## config.mk

```make
export PLATFORM = sky130hd
export DESIGN_NAME = wav_header_parser_flat
export DESIGN_NICKNAME = d
export VERILOG_FILES = /design/src/rtl/whp_pkg.sv /design/src/rtl/whp_ifs.sv /design/src/rtl/whp_in_stage.sv /design/src/rtl/whp_parser.sv /design/src/rtl/wav_header_parser.sv /design/src/flat_wrapper.sv
export SDC_FILE = /design/constraint.sdc
export NUM_CORES = 1
export LEC_CHECK = 0
export CAP_MARGIN = 20
export CORE_UTILIZATION = 25
export CTS_BUF_LIST = sky130_fd_sc_hd__clkbuf_4 sky130_fd_sc_hd__clkbuf_8 sky130_fd_sc_hd__clkbuf_16
export DETAILED_ROUTE_END_ITERATION = 10
export DONT_BUFFER_PORTS = 1
export PLACE_DENSITY = 0.35
export SLEW_MARGIN = 40
export SYNTH_ARGS = -nofsm -noshare
export SYNTH_HDL_FRONTEND = slang
export SYNTH_SLANG_ARGS = --single-unit
export TNS_END_PERCENT = 1
```

## constraint.sdc

```tcl
create_clock -name clk -period 7.9 [get_ports clk]
set_input_delay 0.395 -clock clk [delete_from_list [all_inputs] [get_ports clk]]
set_output_delay 0.395 -clock clk [all_outputs]
set_load 0.02 [all_outputs]
```

## src/rtl/whp_pkg.sv

```systemverilog
`timescale 1ns / 1ps
// ----------------------------------------------------------------------------
// WAV header parser package
// Types and constants shared by the RIFF/WAVE PCM header parser.
// ----------------------------------------------------------------------------
package whp_pkg;

  localparam logic [31:0] TAG_WAVE   = 32'h4556_4157;
  localparam logic [31:0] TAG_FMT    = 32'h2074_6D66;
  localparam logic [31:0] TAG_DATA   = 32'h6174_6164;
  localparam logic [15:0] FORMAT_PCM = 16'h0001;
  localparam logic [31:0] FMT_BODY_LEN = 32'd16;

  localparam logic [2:0] ST_HEADER  = 3'd0;
  localparam logic [2:0] ST_DONE    = 3'd1;
  localparam logic [2:0] ST_AUDIO   = 3'd2;
  localparam logic [2:0] ST_NOWAVE  = 3'd3;
  localparam logic [2:0] ST_NOFMT   = 3'd4;
  localparam logic [2:0] ST_NOPCM   = 3'd5;
  localparam logic [2:0] ST_BADBITS = 3'd6;

  typedef enum logic [7:0] {
    PH_RIFF_LEN  = 8'b0000_0001,
    PH_WAVE      = 8'b0000_0010,
    PH_FMT_HDR   = 8'b0000_0100,
    PH_FMT_BODY  = 8'b0000_1000,
    PH_CHUNK_HDR = 8'b0001_0000,
    PH_SKIP      = 8'b0010_0000,
    PH_AUDIO     = 8'b0100_0000,
    PH_ERROR     = 8'b1000_0000
  } phase_t;

  typedef struct packed {
    logic       valid;
    logic [7:0] data;
  } whp_beat_t;

  typedef struct packed {
    logic [2:0]  status;
    logic [7:0]  audio_byte;
    logic [31:0] riff_length;
    logic [15:0] channel_count;
    logic [31:0] sample_rate;
    logic [31:0] byte_rate;
    logic [15:0] block_align;
    logic [15:0] sample_bits;
    logic [31:0] data_length;
  } whp_result_t;

endpackage

```

## src/rtl/whp_ifs.sv

```systemverilog
`timescale 1ns / 1ps
// ----------------------------------------------------------------------------
// WAV header parser channel interfaces
// Valid/ready channels for file bytes in and parse results out.
// ----------------------------------------------------------------------------
interface whp_in_if;
  logic       valid;
  logic       ready;
  logic [7:0] in_byte;

  modport source (output valid, output in_byte, input ready);
  modport sink (input valid, input in_byte, output ready);
endinterface

interface whp_out_if;
  logic        valid;
  logic        ready;
  logic [2:0]  status;
  logic [7:0]  audio_byte;
  logic [31:0] riff_length;
  logic [15:0] channel_count;
  logic [31:0] sample_rate;
  logic [31:0] byte_rate;
  logic [15:0] block_align;
  logic [15:0] sample_bits;
  logic [31:0] data_length;

  modport source (
    output valid, output status, output audio_byte, output riff_length,
    output channel_count, output sample_rate, output byte_rate,
    output block_align, output sample_bits, output data_length,
    input ready
  );
  modport sink (
    input valid, input status, input audio_byte, input riff_length,
    input channel_count, input sample_rate, input byte_rate,
    input block_align, input sample_bits, input data_length,
    output ready
  );
endinterface

```

## src/rtl/whp_in_stage.sv

```systemverilog
`timescale 1ns / 1ps
// ----------------------------------------------------------------------------
// WAV header parser input stage
// Registers one file byte and frees itself when the parser takes it.
// ----------------------------------------------------------------------------
module whp_in_stage (
  input  logic              clk,
  input  logic              rst_n,
  whp_in_if.sink            in_if,
  input  logic              advance,
  output whp_pkg::whp_beat_t beat
);
  import whp_pkg::*;

  logic       valid_r;
  logic       valid_nxt;
  logic [7:0] data_r;
  logic       take;

  assign in_if.ready = !valid_r || advance;
  assign take        = in_if.valid && in_if.ready;

  always_comb begin
    valid_nxt = valid_r;
    if (take) begin
      valid_nxt = 1'b1;
    end else if (advance) begin
      valid_nxt = 1'b0;
    end
  end

  always_ff @(posedge clk) begin
    if (!rst_n) begin
      valid_r <= 1'b0;
    end else begin
      valid_r <= valid_nxt;
    end
  end

  always_ff @(posedge clk) begin
    if (take) begin
      data_r <= in_if.in_byte;
    end
  end

  assign beat.valid = valid_r;
  assign beat.data  = data_r;

endmodule

```

## src/rtl/whp_parser.sv

```systemverilog
`timescale 1ns / 1ps
// ----------------------------------------------------------------------------
// WAV header parser core
// Holds the parse state and works out the result for one file byte.
// ----------------------------------------------------------------------------
module whp_parser (
  input  logic                 clk,
  input  logic                 rst_n,
  input  logic                 fire,
  input  logic [7:0]           in_data,
  output whp_pkg::whp_result_t result
);
  import whp_pkg::*;

  phase_t      phase_r, phase_nxt;
  logic [3:0]  idx_r, idx_nxt;
  logic [31:0] tag_r, tag_nxt;
  logic [31:0] rem_r, rem_nxt;
  logic [2:0]  err_r, err_nxt;
  logic [31:0] riff_r, riff_nxt;
  logic [15:0] chan_r, chan_nxt;
  logic [31:0] rate_r, rate_nxt;
  logic [31:0] brate_r, brate_nxt;
  logic [15:0] align_r, align_nxt;
  logic [15:0] bits_r, bits_nxt;
  logic [31:0] dlen_r, dlen_nxt;
  logic [2:0]  status;
  logic [7:0]  audio;
  logic [31:0] rem_full;

  function automatic logic [31:0] put32(input logic [31:0] old, input logic [7:0] b,
                                        input logic [1:0] pos);
    logic [31:0] r;
    if (pos == 2'd0) begin
      r = {24'd0, b};
    end else begin
      r = old | ({24'd0, b} << {pos, 3'b000});
    end
    return r;
  endfunction

  function automatic logic [15:0] put16(input logic [15:0] old, input logic [7:0] b,
                                        input logic pos);
    logic [15:0] r;
    if (!pos) begin
      r = {8'd0, b};
    end else begin
      r = old | {b, 8'd0};
    end
    return r;
  endfunction

  assign rem_full = {in_data, rem_r[23:0]};

  always_comb begin
    phase_nxt = phase_r;
    idx_nxt   = idx_r;
    tag_nxt   = tag_r;
    rem_nxt   = rem_r;
    err_nxt   = err_r;
    riff_nxt  = riff_r;
    chan_nxt  = chan_r;
    rate_nxt  = rate_r;
    brate_nxt = brate_r;
    align_nxt = align_r;
    bits_nxt  = bits_r;
    dlen_nxt  = dlen_r;
    status    = ST_HEADER;
    audio     = 8'd0;
    unique case (phase_r) inside
      PH_RIFF_LEN: begin
        riff_nxt = put32(riff_r, in_data, idx_r[1:0]);
        idx_nxt  = idx_r + 4'd1;
        if (idx_r == 4'd3) begin
          idx_nxt   = 4'd0;
          phase_nxt = PH_WAVE;
        end
      end
      PH_WAVE: begin
        tag_nxt = put32(tag_r, in_data, idx_r[1:0]);
        idx_nxt = idx_r + 4'd1;
        if (idx_r == 4'd3) begin
          idx_nxt = 4'd0;
          if (tag_nxt != TAG_WAVE) begin
            status    = ST_NOWAVE;
            err_nxt   = ST_NOWAVE;
            phase_nxt = PH_ERROR;
          end else begin
            phase_nxt = PH_FMT_HDR;
          end
        end
      end
      PH_FMT_HDR, PH_CHUNK_HDR: begin
        if (!idx_r[2]) begin
          tag_nxt = put32(tag_r, in_data, idx_r[1:0]);
        end else begin
          rem_nxt = put32(rem_r, in_data, idx_r[1:0]);
        end
        idx_nxt = idx_r + 4'd1;
        if (idx_r == 4'd7) begin
          idx_nxt = 4'd0;
          if (phase_r == PH_FMT_HDR) begin
            if (tag_r != TAG_FMT) begin
              status    = ST_NOFMT;
              err_nxt   = ST_NOFMT;
              phase_nxt = PH_ERROR;
            end else begin
              phase_nxt = PH_FMT_BODY;
            end
          end else if (tag_r == TAG_DATA) begin
            dlen_nxt  = rem_full;
            status    = ST_DONE;
            phase_nxt = PH_AUDIO;
          end else if (rem_full != 32'd0) begin
            phase_nxt = PH_SKIP;
          end
        end
      end
      PH_FMT_BODY: begin
        case (idx_r) inside
          [4'd0:4'd1]:   tag_nxt   = put32(tag_r, in_data, {1'b0, idx_r[0]});
          [4'd2:4'd3]:   chan_nxt  = put16(chan_r, in_data, idx_r[0]);
          [4'd4:4'd7]:   rate_nxt  = put32(rate_r, in_data, idx_r[1:0]);
          [4'd8:4'd11]:  brate_nxt = put32(brate_r, in_data, idx_r[1:0]);
          [4'd12:4'd13]: align_nxt = put16(align_r, in_data, idx_r[0]);
          default:       bits_nxt  = put16(bits_r, in_data, idx_r[0]);
        endcase
        idx_nxt = idx_r + 4'd1;
        if (idx_r == 4'd1 && {in_data, tag_r[7:0]} != FORMAT_PCM) begin
          status    = ST_NOPCM;
          err_nxt   = ST_NOPCM;
          phase_nxt = PH_ERROR;
        end else if (idx_r == 4'd15) begin
          idx_nxt = 4'd0;
          if (bits_r[2:0] != 3'd0) begin
            status    = ST_BADBITS;
            err_nxt   = ST_BADBITS;
            phase_nxt = PH_ERROR;
          end else if (rem_r > FMT_BODY_LEN) begin
            rem_nxt   = rem_r - FMT_BODY_LEN;
            phase_nxt = PH_SKIP;
          end else begin
            rem_nxt   = 32'd0;
            phase_nxt = PH_CHUNK_HDR;
          end
        end
      end
      PH_SKIP: begin
        if (rem_r != 32'd0) begin
          rem_nxt = rem_r - 32'd1;
        end
        if (rem_r <= 32'd1) begin
          idx_nxt   = 4'd0;
          phase_nxt = PH_CHUNK_HDR;
        end
      end
      PH_AUDIO: begin
        status = ST_AUDIO;
        audio  = in_data;
      end
      PH_ERROR: begin
        status = err_r;
      end
      default: begin
        phase_nxt = PH_ERROR;
      end
    endcase
  end

  always_ff @(posedge clk) begin
    if (!rst_n) begin
      phase_r <= PH_RIFF_LEN;
      idx_r   <= 4'd0;
      tag_r   <= 32'd0;
      rem_r   <= 32'd0;
      err_r   <= 3'd0;
      riff_r  <= 32'd0;
      chan_r  <= 16'd0;
      rate_r  <= 32'd0;
      brate_r <= 32'd0;
      align_r <= 16'd0;
      bits_r  <= 16'd0;
      dlen_r  <= 32'd0;
    end else if (fire) begin
      phase_r <= phase_nxt;
      idx_r   <= idx_nxt;
      tag_r   <= tag_nxt;
      rem_r   <= rem_nxt;
      err_r   <= err_nxt;
      riff_r  <= riff_nxt;
      chan_r  <= chan_nxt;
      rate_r  <= rate_nxt;
      brate_r <= brate_nxt;
      align_r <= align_nxt;
      bits_r  <= bits_nxt;
      dlen_r  <= dlen_nxt;
    end
  end

  assign result.status        = status;
  assign result.audio_byte    = audio;
  assign result.riff_length   = riff_nxt;
  assign result.channel_count = chan_nxt;
  assign result.sample_rate   = rate_nxt;
  assign result.byte_rate     = brate_nxt;
  assign result.block_align   = align_nxt;
  assign result.sample_bits   = bits_nxt;
  assign result.data_length   = dlen_nxt;

  a_error_sticks: assert property (@(posedge clk) disable iff (!rst_n)
    (phase_r == PH_ERROR) |=> (phase_r == PH_ERROR) && $stable(err_r))
    else $error("Parser left the error phase or changed its error code.");

  a_audio_sticks: assert property (@(posedge clk) disable iff (!rst_n)
    (phase_r == PH_AUDIO) |=> (phase_r == PH_AUDIO))
    else $error("Parser left the audio phase.");

  a_short_fields: assert property (@(posedge clk) disable iff (!rst_n)
    (phase_r == PH_RIFF_LEN || phase_r == PH_WAVE) |-> (idx_r < 4'd4))
    else $error("Byte index ran past a four-byte field.");

  a_skip_nonzero: assert property (@(posedge clk) disable iff (!rst_n)
    (phase_r == PH_SKIP) |-> (rem_r != 32'd0))
    else $error("Skip phase entered with nothing left to skip.");

endmodule

```

## src/rtl/wav_header_parser.sv

```systemverilog
`timescale 1ns / 1ps
// ----------------------------------------------------------------------------
// WAV header parser
// Parses a RIFF/WAVE PCM header one byte per word and passes audio bytes on.
// ----------------------------------------------------------------------------
// Channel  Direction  Word
// in_if    sink       in_byte: next file byte after the RIFF tag
// out_if   source     status, audio_byte and the captured header fields
//
// Every input word gives exactly one output word, which passes through the input
// register and then the result register before it appears on the output.
// One word per cycle is sustained while the output is ready; the parse state updates once per word taken.
// Reset is synchronous and active low; it returns the parser to the RIFF length.
// A stalled output holds its word; the input register still takes one more word.
// ----------------------------------------------------------------------------
module wav_header_parser (
  input  logic     clk,
  input  logic     rst_n,
  whp_in_if.sink   in_if,
  whp_out_if.source out_if
);
  import whp_pkg::*;

  whp_beat_t   beat;
  whp_result_t result;
  whp_result_t res_r;
  logic        out_valid_r;
  logic        out_valid_nxt;
  logic        advance;
  logic        fire;

  assign advance = !out_valid_r || out_if.ready;
  assign fire    = beat.valid && advance;

  whp_in_stage u_in_stage (
    .clk     (clk),
    .rst_n   (rst_n),
    .in_if   (in_if),
    .advance (advance),
    .beat    (beat)
  );

  whp_parser u_parser (
    .clk     (clk),
    .rst_n   (rst_n),
    .fire    (fire),
    .in_data (beat.data),
    .result  (result)
  );

  always_comb begin
    out_valid_nxt = out_valid_r;
    if (fire) begin
      out_valid_nxt = 1'b1;
    end else if (out_if.ready) begin
      out_valid_nxt = 1'b0;
    end
  end

  always_ff @(posedge clk) begin
    if (!rst_n) begin
      out_valid_r <= 1'b0;
    end else begin
      out_valid_r <= out_valid_nxt;
    end
  end

  always_ff @(posedge clk) begin
    if (fire) begin
      res_r <= result;
    end
  end

  assign out_if.valid         = out_valid_r;
  assign out_if.status        = res_r.status;
  assign out_if.audio_byte    = res_r.audio_byte;
  assign out_if.riff_length   = res_r.riff_length;
  assign out_if.channel_count = res_r.channel_count;
  assign out_if.sample_rate   = res_r.sample_rate;
  assign out_if.byte_rate     = res_r.byte_rate;
  assign out_if.block_align   = res_r.block_align;
  assign out_if.sample_bits   = res_r.sample_bits;
  assign out_if.data_length   = res_r.data_length;

  a_fire_fills_output: assert property (@(posedge clk) disable iff (!rst_n)
    fire |=> out_valid_r)
    else $error("A parsed word did not reach the output register.");

endmodule

```

## src/flat_wrapper.sv

```systemverilog
// flat-port wrapper written by rule: the top's interface ports become plain ports
module wav_header_parser_flat import whp_pkg::*;
  (clk, rst_n, in_if_valid, in_if_in_byte, in_if_ready, out_if_valid, out_if_status, out_if_audio_byte, out_if_riff_length, out_if_channel_count, out_if_sample_rate, out_if_byte_rate, out_if_block_align, out_if_sample_bits, out_if_data_length, out_if_ready);
  whp_in_if in_if_i ();
  whp_out_if out_if_i ();
  input  logic clk;
  input  logic rst_n;
  input wire logic [$bits(in_if_i.valid)-1:0] in_if_valid;
  input wire logic [$bits(in_if_i.in_byte)-1:0] in_if_in_byte;
  output wire logic [$bits(in_if_i.ready)-1:0] in_if_ready;
  output wire logic [$bits(out_if_i.valid)-1:0] out_if_valid;
  output wire logic [$bits(out_if_i.status)-1:0] out_if_status;
  output wire logic [$bits(out_if_i.audio_byte)-1:0] out_if_audio_byte;
  output wire logic [$bits(out_if_i.riff_length)-1:0] out_if_riff_length;
  output wire logic [$bits(out_if_i.channel_count)-1:0] out_if_channel_count;
  output wire logic [$bits(out_if_i.sample_rate)-1:0] out_if_sample_rate;
  output wire logic [$bits(out_if_i.byte_rate)-1:0] out_if_byte_rate;
  output wire logic [$bits(out_if_i.block_align)-1:0] out_if_block_align;
  output wire logic [$bits(out_if_i.sample_bits)-1:0] out_if_sample_bits;
  output wire logic [$bits(out_if_i.data_length)-1:0] out_if_data_length;
  input wire logic [$bits(out_if_i.ready)-1:0] out_if_ready;
  assign in_if_i.valid = in_if_valid;
  assign in_if_i.in_byte = in_if_in_byte;
  assign in_if_ready = in_if_i.ready;
  assign out_if_valid = out_if_i.valid;
  assign out_if_status = out_if_i.status;
  assign out_if_audio_byte = out_if_i.audio_byte;
  assign out_if_riff_length = out_if_i.riff_length;
  assign out_if_channel_count = out_if_i.channel_count;
  assign out_if_sample_rate = out_if_i.sample_rate;
  assign out_if_byte_rate = out_if_i.byte_rate;
  assign out_if_block_align = out_if_i.block_align;
  assign out_if_sample_bits = out_if_i.sample_bits;
  assign out_if_data_length = out_if_i.data_length;
  assign out_if_i.ready = out_if_ready;
  wav_header_parser u_core (.clk(clk), .rst_n(rst_n), .in_if(in_if_i), .out_if(out_if_i));
endmodule
```

==> results.md <==
- Setup TNS: 0 ns
- Crit end category: flop
- CTS tree: built
- DR DRC count: 0
- Vias in the first global route: 15400
- WL final: 73000 um
- Die area: 80900 um2
- Drt pass-1 iters: 5
- Area after DPL: 20900 um2
- Crit path arrival time: 4.46 ns
- CTS Buffer Depth: 3
- Fmax: 0.251 GHz
- Max_slew headroom: 45.7%
- Adder and majority cell fraction of the synthesized area: 0.627%
- Nets: 2062
- Die W: 284 um
- Final hold slack: 0.0643 ns
- Post-route ant nets: 0
- Clock skew: 0.0284 ns
- Wire length per cell: 23.3 um
- Pwr Density: 240 nW/um2
- Vias per std cell: 5.08
- Critical Path, Cell by Cell: inv_1, ha_1, nor2_1, and4b_1, and2_1, mux2_2, nand2_1, a21oi_1
- Library cells used by synthesis: 89
- DR iter-0 viols: 1254
- Final WS setup: 3.92 ns
- First-pass GRT wire length: 107000 um
- PortBufs: 0
- Minimum clock period: 3.98 ns
- Compound-Gate Fraction of Synth Area: 16.3%
- Io pins: 201
- Req. time, crit path: 8.37 ns
- # diodes: 0
- XOR/XNOR Fraction of Synth Area: 0.176%
- CTS H-tree lvls: 2
- Largest family of logic cells by synthesized area: simple AND/OR/NAND/NOR gates
- CTS Sinks: 452
- Max FO, Critical Path: 25
- Least-Margin Pin Slew: 0.814 ns
- Top FF cell, synth: dfxtp_1
- Commonest non-fill, non-tap cell in the layout: a21oi_1
- Syn Area/Cell: 9.43 um2
- Multiplexer share of the synthesized area: 3.65%
- GP Congestion: 0.836
- FF-to-FF setup slack: 3.92 ns
- Initial antenna violation count: 1
- Static Leakage: 7.73 nW
- Setup bufs post-CTS: 0
- Maximum number of pins on one net before global-route repair: 160
- Die span in y: 284 um
- RSZ-0062 raised after global routing: false
- Final Hold Viols: 0
- Critical R2R Capture: u_core.u_parser.chan_r[7]$_SDFFE_PN0P_
- Cells after synthesis: 2116
- # resized after CTS: 0
- Sequential element share of the synthesized area: 55.1%
- TritonCTS buffer count: 55
- Overall routing resource usage: 17.7%
- Synth Area in Simple Gates: 19.7%
- Clk_lat worst skew: 0.63 ns
- Critical Path Start: u_core.u_parser.idx_r[0]$_SDFFE_PN0P_
- Share of post-route cells with drive strength above 1: 11.6%
- Area grow syn2layout: 14.6%
- Worst vdd ir: 0.000150 V
- FF-to-FF path depth: 8
- Synth Net Count: 2138
- Via count: 15900
- GRT overflow: 0
- Slowest cell on the critical path: and2_1
- Pwr Total: 5.50 mW
- Slowest Stage Delay on Critical Path: 0.67 ns
- Slew Limit Fails: 0
- Setup crit end: u_core.u_parser.chan_r[7]$_SDFFE_PN0P_
- Clock Tree Root: clkbuf_16
- Post-synth EDFFs: 195
- Tcrit/Tclk final: 50.4%
- Core area: 79000 um2
- Commonest cells after routing, fill and taps aside: 300 x a21oi_1, 289 x nor2_1, 255 x dfxtp_1, 253 x nand2_1, 195 x edfxtp_1
- Hold Crit Class: in -> reg
- Mapped Area: 19900 um2
- Synth Register Bits: 452
- Post-route cell area: 22900 um2
- Synth Warn #: 0
- Status: finished clean
- CTS clk-pin slew, worst paths: 0.06 ns
- Row cnt: 103
- HPWL after DPL: 43800 um
- Initial core utilization: 25.2%
- Final setup viols: 0
- Worst setup SP type: flop
- Max-cap check violation count: 0
- R2R Path Start: u_core.u_parser.idx_r[0]$_SDFFE_PN0P_
- CP Class: reg -> reg
- Async S/R FF share, synth: 0%
- Post-place setup slack: 3.73 ns
logic make-up (layout without fill, tap and decap cells):
logic type | after synthesis | in the layout
adders and majority gates | 10 | 10
AOI/OAI and AO/OA | 533 | 533
xor gates and xnor gates | 4 | 4
muxes | 65 | 65
buffers and inverters | 200 | 170
DFF | 452 | 452
and+or+nand+nor | 852 | 852
layout make-up:
cell class	count	area, um2
clock buffers	73	1540
well taps	1050	1310
inverters	17	78.8
clock inverters	30	280
repair buffers	50	480
multi-input cells	1464	8160
fillers	8234	56100
flip-flops and latches	452	11000
worst min path at each step:
stage	from	end	slack [ns]	cells past startpoint
floorplan	u_core.u_parser.dlen_r[17]$_SDFFE_PN0P_	u_core.u_parser.dlen_r[17]$_SDFFE_PN0P_	0.43	2
global placement	u_core.u_parser.dlen_r[4]$_SDFFE_PN0P_	u_core.u_parser.dlen_r[4]$_SDFFE_PN0P_	0.43	2
detailed placement	u_core.u_parser.dlen_r[0]$_SDFFE_PN0P_	u_core.u_parser.dlen_r[0]$_SDFFE_PN0P_	0.44	2
CTS	rst_n	u_core.u_parser.rem_r[30]$_SDFFE_PN0P_	0.02	2
global route	rst_n	u_core.u_parser.tag_r[25]$_SDFFE_PN0P_	0.06	2
finish	rst_n	u_core.u_parser.rem_r[30]$_SDFFE_PN0P_	0.06	2
flip-flops by register name (all words and copies together), names as in the netlist, 24 cells and up, named ones only:
register                   cells
u_core.out_if.sample_rate     32
u_core.u_parser.dlen_r        32
u_core.u_parser.rate_r        32
u_core.u_parser.brate_r       32
u_core.u_parser.riff_r        32
u_core.u_parser.rem_r         32
u_core.out_if.byte_rate       32
u_core.out_if.data_length     32
u_core.u_parser.tag_r         24
u_core.out_if.riff_length     32
critical path, delay by kind of cell, from the launching register on:
family / cells / cell delay (ns)
flip-flops: 1 / 0.65
AND/OR/NAND/NOR: 4 / 1.71
buffers and inverters: 1 / 0.38
AO/OA/AOI/OAI: 1 / 0.06
multiplexers: 1 / 0.43
adder cells (fa/ha/maj): 1 / 0.58
what timing repair did:
| item | CTS | global route |
|---|---|---|
| hold buffers | 11 | 1 |
| endpoints found under the setup margin | 0 | 0 |
| endpoints found under the hold margin | 29 | 2 |
power by group:
| group | total, mW | switching [mW] | leakage [nW] | internal (mW) |
|---|---|---|---|---|
| clock | 2.56 | 1.06 | 0.908 | 1.50 |
| sequential | 2.61 | 0.103 | 3.83 | 2.50 |
| combinational | 0.327 | 0.263 | 2.99 | 0.0639 |
cell usage after synthesis, types with 5 or more instances:
cell       count  area share (%)
a21o_1         6            0.23
a21oi_1      300             7.5
a22o_1         7            0.31
a22oi_1       21            0.79
a311oi_1      18            0.79
a31oi_1       50             1.6
a32o_1         5            0.25
a32oi_1        5            0.22
and2_1        34             1.1
and3_1        10            0.31
buf_1         15            0.28
buf_2         41             1.0
buf_4          6            0.23
clkbuf_1     117             2.2
dfxtp_1      257              26
edfxtp_1     195              29
ha_1          10            0.63
inv_1         16            0.30
mux2_2        52             2.9
mux2i_1        9            0.45
nand2_1      253             4.8
nand2b_1       6            0.19
nand3_1       36            0.90
nand3b_1       5            0.19
nand4_1       11            0.35
nand4b_1       5            0.22
nor2_1       290             5.5
nor2b_1        7            0.22
nor3_1       107             2.7
nor4_1        24            0.75
o21a_1         5            0.19
o21ai_0       44             1.1
o21ai_1        5            0.13
o22ai_1        9            0.28
o2bb2ai_1      6            0.26
o31ai_1        8            0.30
or2_2          7            0.22
or3_1         13            0.41
or4_1          7            0.26
metal layers:
metal / global-route usage (%) / part of all wire [%] / up-vias
met5: 0 / 0 / -
met3: 3.91 / 5.9 / 121
met2: 28.0 / 46 / 491
met1: 23.7 / 46 / 7839
met4: 5.85 / 3.0 / 0
li1: - / - / 7479
metrics by stage:
stage	util (%)	std cells
finish	28.9	3136
global route	28.9	3136
CTS	28.8	3133
detailed placement	26.4	3019
global placement	26.3	3017
floorplan	-	2116
Power figures use the tool's default switching activity.
